<file path="src/hw/rtl/z80pd_pkg.sv">
// Shared types, codes and opcode tables for the Z80 instruction predecoder.
`default_nettype none
package z80pd_pkg;

  localparam logic [7:0] OP_PFX_IX = 8'hDD;
  localparam logic [7:0] OP_PFX_IY = 8'hFD;
  localparam logic [7:0] OP_PFX_CB = 8'hCB;
  localparam logic [7:0] OP_PFX_ED = 8'hED;
  localparam logic [7:0] OP_HALT   = 8'h76;
  localparam logic [7:0] OP_JR     = 8'h18;
  localparam logic [7:0] OP_DJNZ   = 8'h10;
  localparam logic [7:0] OP_JP     = 8'hC3;
  localparam logic [7:0] OP_CALL   = 8'hCD;
  localparam logic [7:0] OP_RET    = 8'hC9;
  localparam logic [7:0] OP_JP_HL  = 8'hE9;
  localparam logic [7:0] OP_RETI   = 8'h4D;
  localparam logic [7:0] MASK_C7   = 8'hC7;
  localparam logic [7:0] MASK_E7   = 8'hE7;
  localparam logic [7:0] MASK_RST  = 8'h38;
  localparam logic [7:0] ED_IMM16  = 8'h43;

  localparam logic [2:0] GRP_NONE = 3'd0;
  localparam logic [2:0] GRP_CB   = 3'd1;
  localparam logic [2:0] GRP_ED   = 3'd2;
  localparam logic [2:0] GRP_DD   = 3'd3;
  localparam logic [2:0] GRP_FD   = 3'd4;
  localparam logic [2:0] GRP_DDCB = 3'd5;
  localparam logic [2:0] GRP_FDCB = 3'd6;

  localparam logic [2:0] FLOW_NONE  = 3'd0;
  localparam logic [2:0] FLOW_JP    = 3'd1;
  localparam logic [2:0] FLOW_JPCC  = 3'd2;
  localparam logic [2:0] FLOW_CALL  = 3'd3;
  localparam logic [2:0] FLOW_CALLC = 3'd4;
  localparam logic [2:0] FLOW_RET   = 3'd5;
  localparam logic [2:0] FLOW_RETCC = 3'd6;

  localparam logic [1:0] IMM_NONE = 2'd0;
  localparam logic [1:0] IMM_8    = 2'd1;
  localparam logic [1:0] IMM_16   = 2'd2;

  typedef struct packed {
    logic [2:0]  insn_length;
    logic        illegal;
    logic [2:0]  prefix_group;
    logic [7:0]  opcode_byte;
    logic [15:0] immediate;
    logic [1:0]  immediate_size;
    logic [7:0]  displacement;
    logic        uses_displacement;
    logic        is_halt;
    logic [2:0]  flow_class;
    logic        target_valid;
    logic [15:0] branch_target;
  } pd_result_t;

  // Opcode plus own operand bytes for unprefixed opcodes.
  function automatic logic [1:0] op_size(input logic [7:0] op);
    logic [1:0] sz;
    sz = 2'd1;
    if (op[7:6] == 2'b00) begin
      if (op[2:0] == 3'd6) sz = 2'd2;
      else if (op[3:0] == 4'h1) sz = 2'd3;
      else if (op[2:0] == 3'd0 && op[5:4] != 2'b00) sz = 2'd2;
      else if ((op & MASK_E7) == 8'h22) sz = 2'd3;
    end else if (op[7:6] == 2'b11) begin
      if (op[2:0] == 3'd2 || op[2:0] == 3'd4) sz = 2'd3;
      else if (op[2:0] == 3'd6) sz = 2'd2;
      else if (op == OP_JP || op == OP_CALL) sz = 2'd3;
      else if (op == 8'hD3 || op == 8'hDB) sz = 2'd2;
    end
    return sz;
  endfunction

  function automatic logic hl_operand(input logic [7:0] op);
    logic r;
    r = 1'b0;
    if (op == 8'h34 || op == 8'h35 || op == 8'h36) r = 1'b1;
    else if (op == OP_HALT) r = 1'b0;
    else if ((op & MASK_C7) == 8'h46) r = 1'b1;
    else if (op[7:3] == 5'b01110) r = 1'b1;
    else if ((op & MASK_C7) == 8'h86) r = 1'b1;
    return r;
  endfunction

endpackage
`default_nettype wire

</file>
<file path="src/hw/rtl/z80_instruction_predecoder.sv">
// Top level of the Z80 instruction predecoder: input register, decode, result register.
// One window is taken per clock (busy stays low); its decoded instruction passes the input
// register and the result register and is then on the result ports, marked by a one-cycle
// done strobe. The path between the input and result registers is the prefix scan, the
// opcode length and operand selection, and one 16-bit add for relative targets. Results
// cannot be held off.
`default_nettype none
module z80_instruction_predecoder #(
  parameter int WINDOW_BYTES = 8
) (
  input  wire logic                      clk,
  input  wire logic                      rst,
  input  wire logic                      start,
  output logic                           busy,
  input  wire logic [8*WINDOW_BYTES-1:0] byte_window,
  input  wire logic [3:0]                bytes_available,
  input  wire logic [15:0]               instr_address,
  output logic                           done,
  output logic [2:0]                     insn_length,
  output logic                           illegal,
  output logic [2:0]                     prefix_group,
  output logic [7:0]                     opcode_byte,
  output logic [15:0]                    immediate,
  output logic [1:0]                     immediate_size,
  output logic signed [7:0]              displacement,
  output logic                           uses_displacement,
  output logic                           is_halt,
  output logic [2:0]                     flow_class,
  output logic                           target_valid,
  output logic [15:0]                    branch_target
);
  import z80pd_pkg::*;

  localparam logic [3:0] WIN_CNT = 4'(WINDOW_BYTES);

  logic                      in_valid;
  logic [8*WINDOW_BYTES-1:0] in_win;
  logic [3:0]                in_avail;
  logic [15:0]               in_addr;
  pd_result_t                dec;
  pd_result_t                res;

  assign busy = 1'b0;

  always_ff @(posedge clk) begin
    if (rst) begin
      in_valid <= 1'b0;
      done     <= 1'b0;
    end else begin
      in_valid <= start && !busy;
      done     <= in_valid;
    end
  end

  always_ff @(posedge clk) begin
    if (start && !busy) begin
      in_win   <= byte_window;
      in_avail <= (bytes_available > WIN_CNT) ? WIN_CNT : bytes_available;
      in_addr  <= instr_address;
    end
    if (in_valid) begin
      res <= dec;
    end
  end

  z80pd_decode #(
    .WINDOW_BYTES(WINDOW_BYTES)
  ) u_decode (
    .window (in_win),
    .avail  (in_avail),
    .addr   (in_addr),
    .res    (dec)
  );

  assign insn_length       = res.insn_length;
  assign illegal           = res.illegal;
  assign prefix_group      = res.prefix_group;
  assign opcode_byte       = res.opcode_byte;
  assign immediate         = res.immediate;
  assign immediate_size    = res.immediate_size;
  assign displacement      = res.displacement;
  assign uses_displacement = res.uses_displacement;
  assign is_halt           = res.is_halt;
  assign flow_class        = res.flow_class;
  assign target_valid      = res.target_valid;
  assign branch_target     = res.branch_target;

  a_done_follows: assert property (@(posedge clk) disable iff (rst)
    (start && !busy) |=> ##1 done)
    else $error("transfer did not produce a result strobe");

  a_illegal_clean: assert property (@(posedge clk) disable iff (rst)
    (done && illegal) |-> (prefix_group == GRP_NONE && insn_length != 3'd0 &&
                           flow_class == FLOW_NONE && !target_valid))
    else $error("prefix-only window carries decode fields");

  a_target_flow: assert property (@(posedge clk) disable iff (rst)
    (done && target_valid) |-> (flow_class == FLOW_JP || flow_class == FLOW_JPCC ||
                                flow_class == FLOW_CALL || flow_class == FLOW_CALLC))
    else $error("branch target on non-branch");

  a_disp_group: assert property (@(posedge clk) disable iff (rst)
    (done && uses_displacement) |-> (prefix_group == GRP_DD || prefix_group == GRP_FD ||
                                     prefix_group == GRP_DDCB ||
                                     prefix_group == GRP_FDCB))
    else $error("displacement without index prefix");

endmodule
`default_nettype wire

</file>
<file path="src/hw/rtl/z80pd_decode.sv">
// Combinational decode of one registered instruction window.
`default_nettype none
module z80pd_decode #(
  parameter int WINDOW_BYTES = 8
) (
  input  wire logic [8*WINDOW_BYTES-1:0] window,
  input  wire logic [3:0]                avail,
  input  wire logic [15:0]               addr,
  output z80pd_pkg::pd_result_t          res
);
  import z80pd_pkg::*;

  logic [63:0] wpad;
  logic [7:0]  bx [16];
  logic        run;
  logic [3:0]  np;
  logic [2:0]  pfx;
  logic [7:0]  b;
  logic [7:0]  opc;
  logic [3:0]  len;
  logic [1:0]  sz;
  logic        dd;
  logic [3:0]  at;
  logic [15:0] e;

  assign wpad = 64'(window);

  always_comb begin
    for (int k = 0; k < 8; k++) begin
      if (4'(k) < avail) bx[k] = wpad[k*8 +: 8];
      else bx[k] = 8'h00;
    end
    for (int k = 8; k < 16; k++) begin
      bx[k] = 8'h00;
    end
  end

  always_comb begin
    run = 1'b1;
    np  = 4'd0;
    pfx = GRP_NONE;
    for (int k = 0; k < 8; k++) begin
      if (run && (bx[k] == OP_PFX_IX || bx[k] == OP_PFX_IY)) begin
        pfx = (bx[k] == OP_PFX_IX) ? GRP_DD : GRP_FD;
        np  = 4'(k + 1);
      end else begin
        run = 1'b0;
      end
    end
  end

  always_comb begin
    res = '0;
    b   = bx[np];
    opc = 8'h00;
    len = 4'd0;
    sz  = op_size(b);
    dd  = (pfx != GRP_NONE) && hl_operand(b);
    at  = np + 4'd1 + {3'd0, dd};
    e   = 16'h0000;
    if (avail == 4'd0) begin
      len = 4'd0;
    end else if (np >= avail) begin
      res.illegal = 1'b1;
      len = avail;
    end else begin
      if (b == OP_PFX_CB) begin
        if (pfx != GRP_NONE) begin
          res.prefix_group      = (pfx == GRP_DD) ? GRP_DDCB : GRP_FDCB;
          res.displacement      = bx[np + 4'd1];
          res.uses_displacement = 1'b1;
          res.opcode_byte       = bx[np + 4'd2];
          len = np + 4'd3;
        end else begin
          res.prefix_group = GRP_CB;
          res.opcode_byte  = bx[np + 4'd1];
          len = np + 4'd2;
        end
      end else if (b == OP_PFX_ED) begin
        opc = bx[np + 4'd1];
        res.prefix_group = GRP_ED;
        res.opcode_byte  = opc;
        if ((opc & MASK_C7) == ED_IMM16) begin
          res.immediate      = {bx[np + 4'd3], bx[np + 4'd2]};
          res.immediate_size = IMM_16;
          len = np + 4'd4;
        end else begin
          len = np + 4'd2;
        end
        if (opc == OP_RETI || opc == 8'h45 || opc == 8'h55 ||
            opc == 8'h65 || opc == 8'h75) begin
          res.flow_class = FLOW_RET;
        end
      end else begin
        res.prefix_group = pfx;
        res.opcode_byte  = b;
        if (sz == 2'd2) begin
          res.immediate      = {8'h00, bx[at]};
          res.immediate_size = IMM_8;
        end else if (sz == 2'd3) begin
          res.immediate      = {bx[at + 4'd1], bx[at]};
          res.immediate_size = IMM_16;
        end
        if (dd) begin
          res.displacement      = bx[np + 4'd1];
          res.uses_displacement = 1'b1;
        end
        res.is_halt = (b == OP_HALT) && (pfx == GRP_NONE);
        len = np + {3'd0, dd} + {2'd0, sz};
        e = {{8{res.immediate[7]}}, res.immediate[7:0]};
        if (b == OP_JR || b == OP_DJNZ || (b & MASK_E7) == 8'h20) begin
          res.flow_class    = (b == OP_JR) ? FLOW_JP : FLOW_JPCC;
          res.target_valid  = 1'b1;
          res.branch_target = addr + {12'd0, len} + e;
        end else if (b == OP_JP) begin
          res.flow_class    = FLOW_JP;
          res.target_valid  = 1'b1;
          res.branch_target = res.immediate;
        end else if ((b & MASK_C7) == 8'hC2) begin
          res.flow_class    = FLOW_JPCC;
          res.target_valid  = 1'b1;
          res.branch_target = res.immediate;
        end else if (b == OP_CALL) begin
          res.flow_class    = FLOW_CALL;
          res.target_valid  = 1'b1;
          res.branch_target = res.immediate;
        end else if ((b & MASK_C7) == 8'hC4) begin
          res.flow_class    = FLOW_CALLC;
          res.target_valid  = 1'b1;
          res.branch_target = res.immediate;
        end else if ((b & MASK_C7) == MASK_C7) begin
          res.flow_class    = FLOW_CALL;
          res.target_valid  = 1'b1;
          res.branch_target = {8'h00, b & MASK_RST};
        end else if (b == OP_RET) begin
          res.flow_class = FLOW_RET;
        end else if ((b & MASK_C7) == 8'hC0) begin
          res.flow_class = FLOW_RETCC;
        end else if (b == OP_JP_HL) begin
          res.flow_class = FLOW_JP;
        end
      end
      if (len == 4'd0) len = 4'd1;
    end
    res.insn_length = (len > 4'd4) ? 3'd4 : len[2:0];
  end

endmodule
`default_nettype wire
</file>
<file path="config.mk">
export PLATFORM = sky130hd
export DESIGN_NAME = z80_instruction_predecoder
export DESIGN_NICKNAME = d
export VERILOG_FILES = /design/src/hw/rtl/z80pd_pkg.sv /design/src/hw/rtl/z80_instruction_predecoder.sv /design/src/hw/rtl/z80pd_decode.sv
export SDC_FILE = /design/constraint.sdc
export NUM_CORES = 1
export LEC_CHECK = 0
export BUFFER_PORTS_ARGS = -buffer_cell sky130_fd_sc_hd__buf_2
export CAP_MARGIN = 25
export CORE_MARGIN = 8
export CORE_UTILIZATION = 55
export CTS_CLUSTER_SIZE = 8
export DETAILED_ROUTE_END_ITERATION = 8
export GPL_TIMING_DRIVEN = 0
export PLACE_DENSITY_LB_ADDON = 0.15
export SETUP_SLACK_MARGIN = 0.02
export SYNTH_ARGS = -nofsm -noshare
export SYNTH_HDL_FRONTEND = slang
export SYNTH_SLANG_ARGS = --single-unit
</file>
<file path="constraint.sdc">
create_clock -name clk -period 11.62 [get_ports clk]
set_clock_uncertainty 0.05 [all_clocks]
set_input_delay 1.162 -clock clk [delete_from_list [all_inputs] [get_ports clk]]
set_output_delay 1.162 -clock clk [all_outputs]
set_load 0.05 [all_outputs]
</file>
==> run_results.csv <==
group,metric,value,unit
setup_path,crit_top_cell,"o21ai_0",
power,p_total,1630,uW
synthesis,yosysSeqAreaShare,40.2,%
grt,grt_overflow,0,
setup_path,worst_path_max_delay_cell,"edfxtp_1",
synthesis,ys_async_sr_fraction,0,%
synthesis,synth_top_flop_cell,"edfxtp_1",
finish,fillers,1606,
clock_network,hold_buffers,0,
synthesis,synth_fp_nets,1199,
sta,max_freq,0.0894,GHz
setup_path,critPathRequiredTime,11.74,ns
grt,track_usage,35.8,%
clock_network,cts_buffers,17,
setup_path,path_max_fanout,10,
place,dp_cells,1492,
finish,finalNonFillerCells,1527,
sta,rsz0062_at_grt,"no",
synthesis,synth_cell_types,96,
floorplan,core,20000,sq um
grt,grt_pass1_wl,64800,microns
synthesis,synth.area.top_cells,"edfxtp_1 40%, mux4_2 8.5%, ha_1 4.2%",
finish,layout.nets,1375,
setup_path,critPathArrivalTime,11.31,ns
setup_path,endpoint_kind,"flip-flop",
clock_network,htree_levels,4,
floorplan,rows,52,
job,cap_violations,0,
hold_path,hp-class,"flip-flop to flip-flop",
detailed_routing,drc,0,
grt,grt_pass1_vias,10300,
sta,finalCritPeriodShare,96.3,%
clock_network,path_clk_slew,0.07,ns
sta,worst_slew_pin_slew,1.03,ns
setup_path,startpoint_type,"flip-flop",
detailed_routing,wirelength,44300,microns
place,hpwlAfterDp,34300,microns
synthesis,synth_area,11100,sq um
detailed_routing,drt_iter0_drc,1435,
floorplan,io_pins,152,
sta,slew_headroom,30.7,%
clock_network,clk_latency,0.43,ns
synthesis,synth_top_area_share,39.8,%
grt,grt_max_degree,58,
synthesis,yosys_warnings,0,
setup_path,path_class,"flip-flop to flip-flop",
finish,antenna_cells,0,
detailed_routing,ant_nets,0,
sta,finalSetupViolations,0,
status,status,"complete, no violations",
place,globalplace.congestion,1.10,
synthesis,synth_area_per_cell,10.4,sq um
power,power_density,127,nW/um^2
sta,finalHoldViolations,0,
clock_network,cts.sinks,149,
power,vdd_drop_max,0.0912,mV
floorplan,die_x,158,microns
sta,min_period,11.19,ns
detailed_routing,wl_per_cell,29.0,microns
place,portBuffers,150,
clock_network,cts_tree,"done",
floorplan,dieArea,24900,sq um
clock_network,ctsRootBufferMaster,"clkbuf_16",
synthesis,synthCells,1068,
clock_network,clk_path_buf_depth,2,
floorplan,die_height,158,microns
setup_path,cp_slowest_stage_delay,0.56,ns
detailed_routing,detailroute.via_count,10900,
detailed_routing,drtPass1Iterations,6,
synthesis,yosysTopAreaCell,"edfxtp_1",
grt,antenna_found_initial,0,
detailed_routing,avgViaCountPerCell,7.11,
finish,drive_above_1_share,25.5,%
synthesis,ys_seq_elements,149,
finish,syn2layout_area_growth,16.0,%
synthesis,synth_edf_count,147,
floorplan,start_util,55.5,%
power,p_leak,0.00489,uW
sta,slew_viol_final,0,
[stage by stage]
stage / util [%] / setup slack (ns) / hold slack (ns) / area, sq um / TNS (ns)
detailed placement: 61.3 / -0.806 / 0.633 / 12200 / -2.88
global route: 64.4 / 0.0185 / 0.665 / 12900 / 0
CTS: 64.1 / 0.159 / 0.643 / 12800 / 0
floorplan: - / 2.51 / 0.652 / 11100 / 0
global placement: 60.9 / -0.655 / 0.830 / 12200 / -2.23
finish: 64.4 / 0.431 / 0.645 / 12900 / 0
[synthesized netlist by cell type (all sizes together), types with 9 or more instances]
library cell  number
o211ai            27
xnor2             16
o21ai             63
mux2i             21
a31oi             19
mux4              42
a211oi            19
nor2              64
nor3              23
a21o              17
inv               40
nand3             46
clkbuf            31
buf               40
nand4              9
ha                37
a22o              15
nor2b             10
mux2               9
or4               11
a21oi             63
or3               17
nor4              10
o22ai             10
nand2            120
edfxtp           147
[placed cells by master (no fill, tap or decap), types with 18 or more instances in the layout]
| cell | Yosys | layout |
|---|---|---|
| o211ai_1 | 27 | 27 |
| mux4_2 | 42 | 42 |
| a31oi_1 | 18 | 18 |
| mux2i_1 | 21 | 21 |
| buf_2 | 21 | 171 |
| inv_1 | 35 | 35 |
| ha_1 | 37 | 37 |
| o21ai_0 | 56 | 55 |
| nor2_1 | 61 | 61 |
| a21oi_1 | 62 | 62 |
| nor3_1 | 20 | 20 |
| edfxtp_1 | 147 | 147 |
| nand2_1 | 119 | 119 |
| clkbuf_1 | 31 | 31 |
| nand3_1 | 45 | 45 |
[state kept, by name, indices dropped and copies added (netlist names)]
name and flops:
is_halt 1, branch_target 16, in_valid 1, insn_length 3
done 1, illegal 1, immediate_size 2, in_avail 4
in_win 64, displacement 8, immediate 16, opcode_byte 8
flow_class 3, uses_displacement 1, target_valid 1, prefix_group 3
in_addr 16
[worst paths after layout]
kind                from                end  slack (ns)  depth (start not counted)
max          in_avail[3]  branch_target[15]        0.43                         42
min             in_valid      immediate[10]        0.65                          0
max reg2reg  in_avail[3]  branch_target[15]        0.43                         42
min reg2reg     in_valid      immediate[10]        0.65                          0
[per-layer routing]
metal  up-vias  track usage, %  share of wire (%)
li1       4557               -                  -
met1      5149            45.0                 36
met2       943            53.8                 43
met3       213            10.2                 13
met4         2            22.3                7.2
met5         -               0              0.059
[cells by family (layout without fill, tap and decap cells)]
group	Yosys count	in the layout	share of synthesized area [%]
AND/OR/NAND/NOR	353	353	16.4
adder cells (fa/ha/maj)	44	44	5.44
buffers and inverters	111	300	4.61
AO/OA/AOI/OAI	319	319	20.1
XOR/XNOR	19	19	1.81
other	1	1	0.0338
flip-flops	149	149	40.2
multiplexers	72	72	11.4
[worst max-delay path: cells and delay by family (launching register included)]
family	cells	cell delay (ns)
compound gates	13	3.22
fa+ha+maj	5	1.45
buf+inv	11	2.53
flops	1	0.56
mux	3	1.07
simple gates	10	2.02
[repair_timing]
item                                    in CTS  in global routing
endpoints found under the setup margin       6                  6
resized for setup                            6                  9
buffers inserted                             0                  1
pin swaps                                    0                  2
endpoints found under the hold margin        0                  0
[where the power goes]
group	switching [uW]	internal, uW
clock network	242	298
registers	24.4	637
logic	291	137
[cell type report]
| type | count | area, sq um | area share (%) |
|---|---|---|---|
| well taps | 270 | 338 | 2.63 |
| clock inverters | 12 | 121 | 0.944 |
| repair buffers | 157 | 836 | 6.50 |
| plain buffers | 71 | 375 | 2.92 |
| clock buffers | 20 | 437 | 3.40 |
| flip-flops and latches | 149 | 4460 | 34.7 |
| inverters | 40 | 150 | 1.17 |
| multi-input cells | 808 | 6140 | 47.8 |
Note: power is estimated with default switching activity, not from simulation.
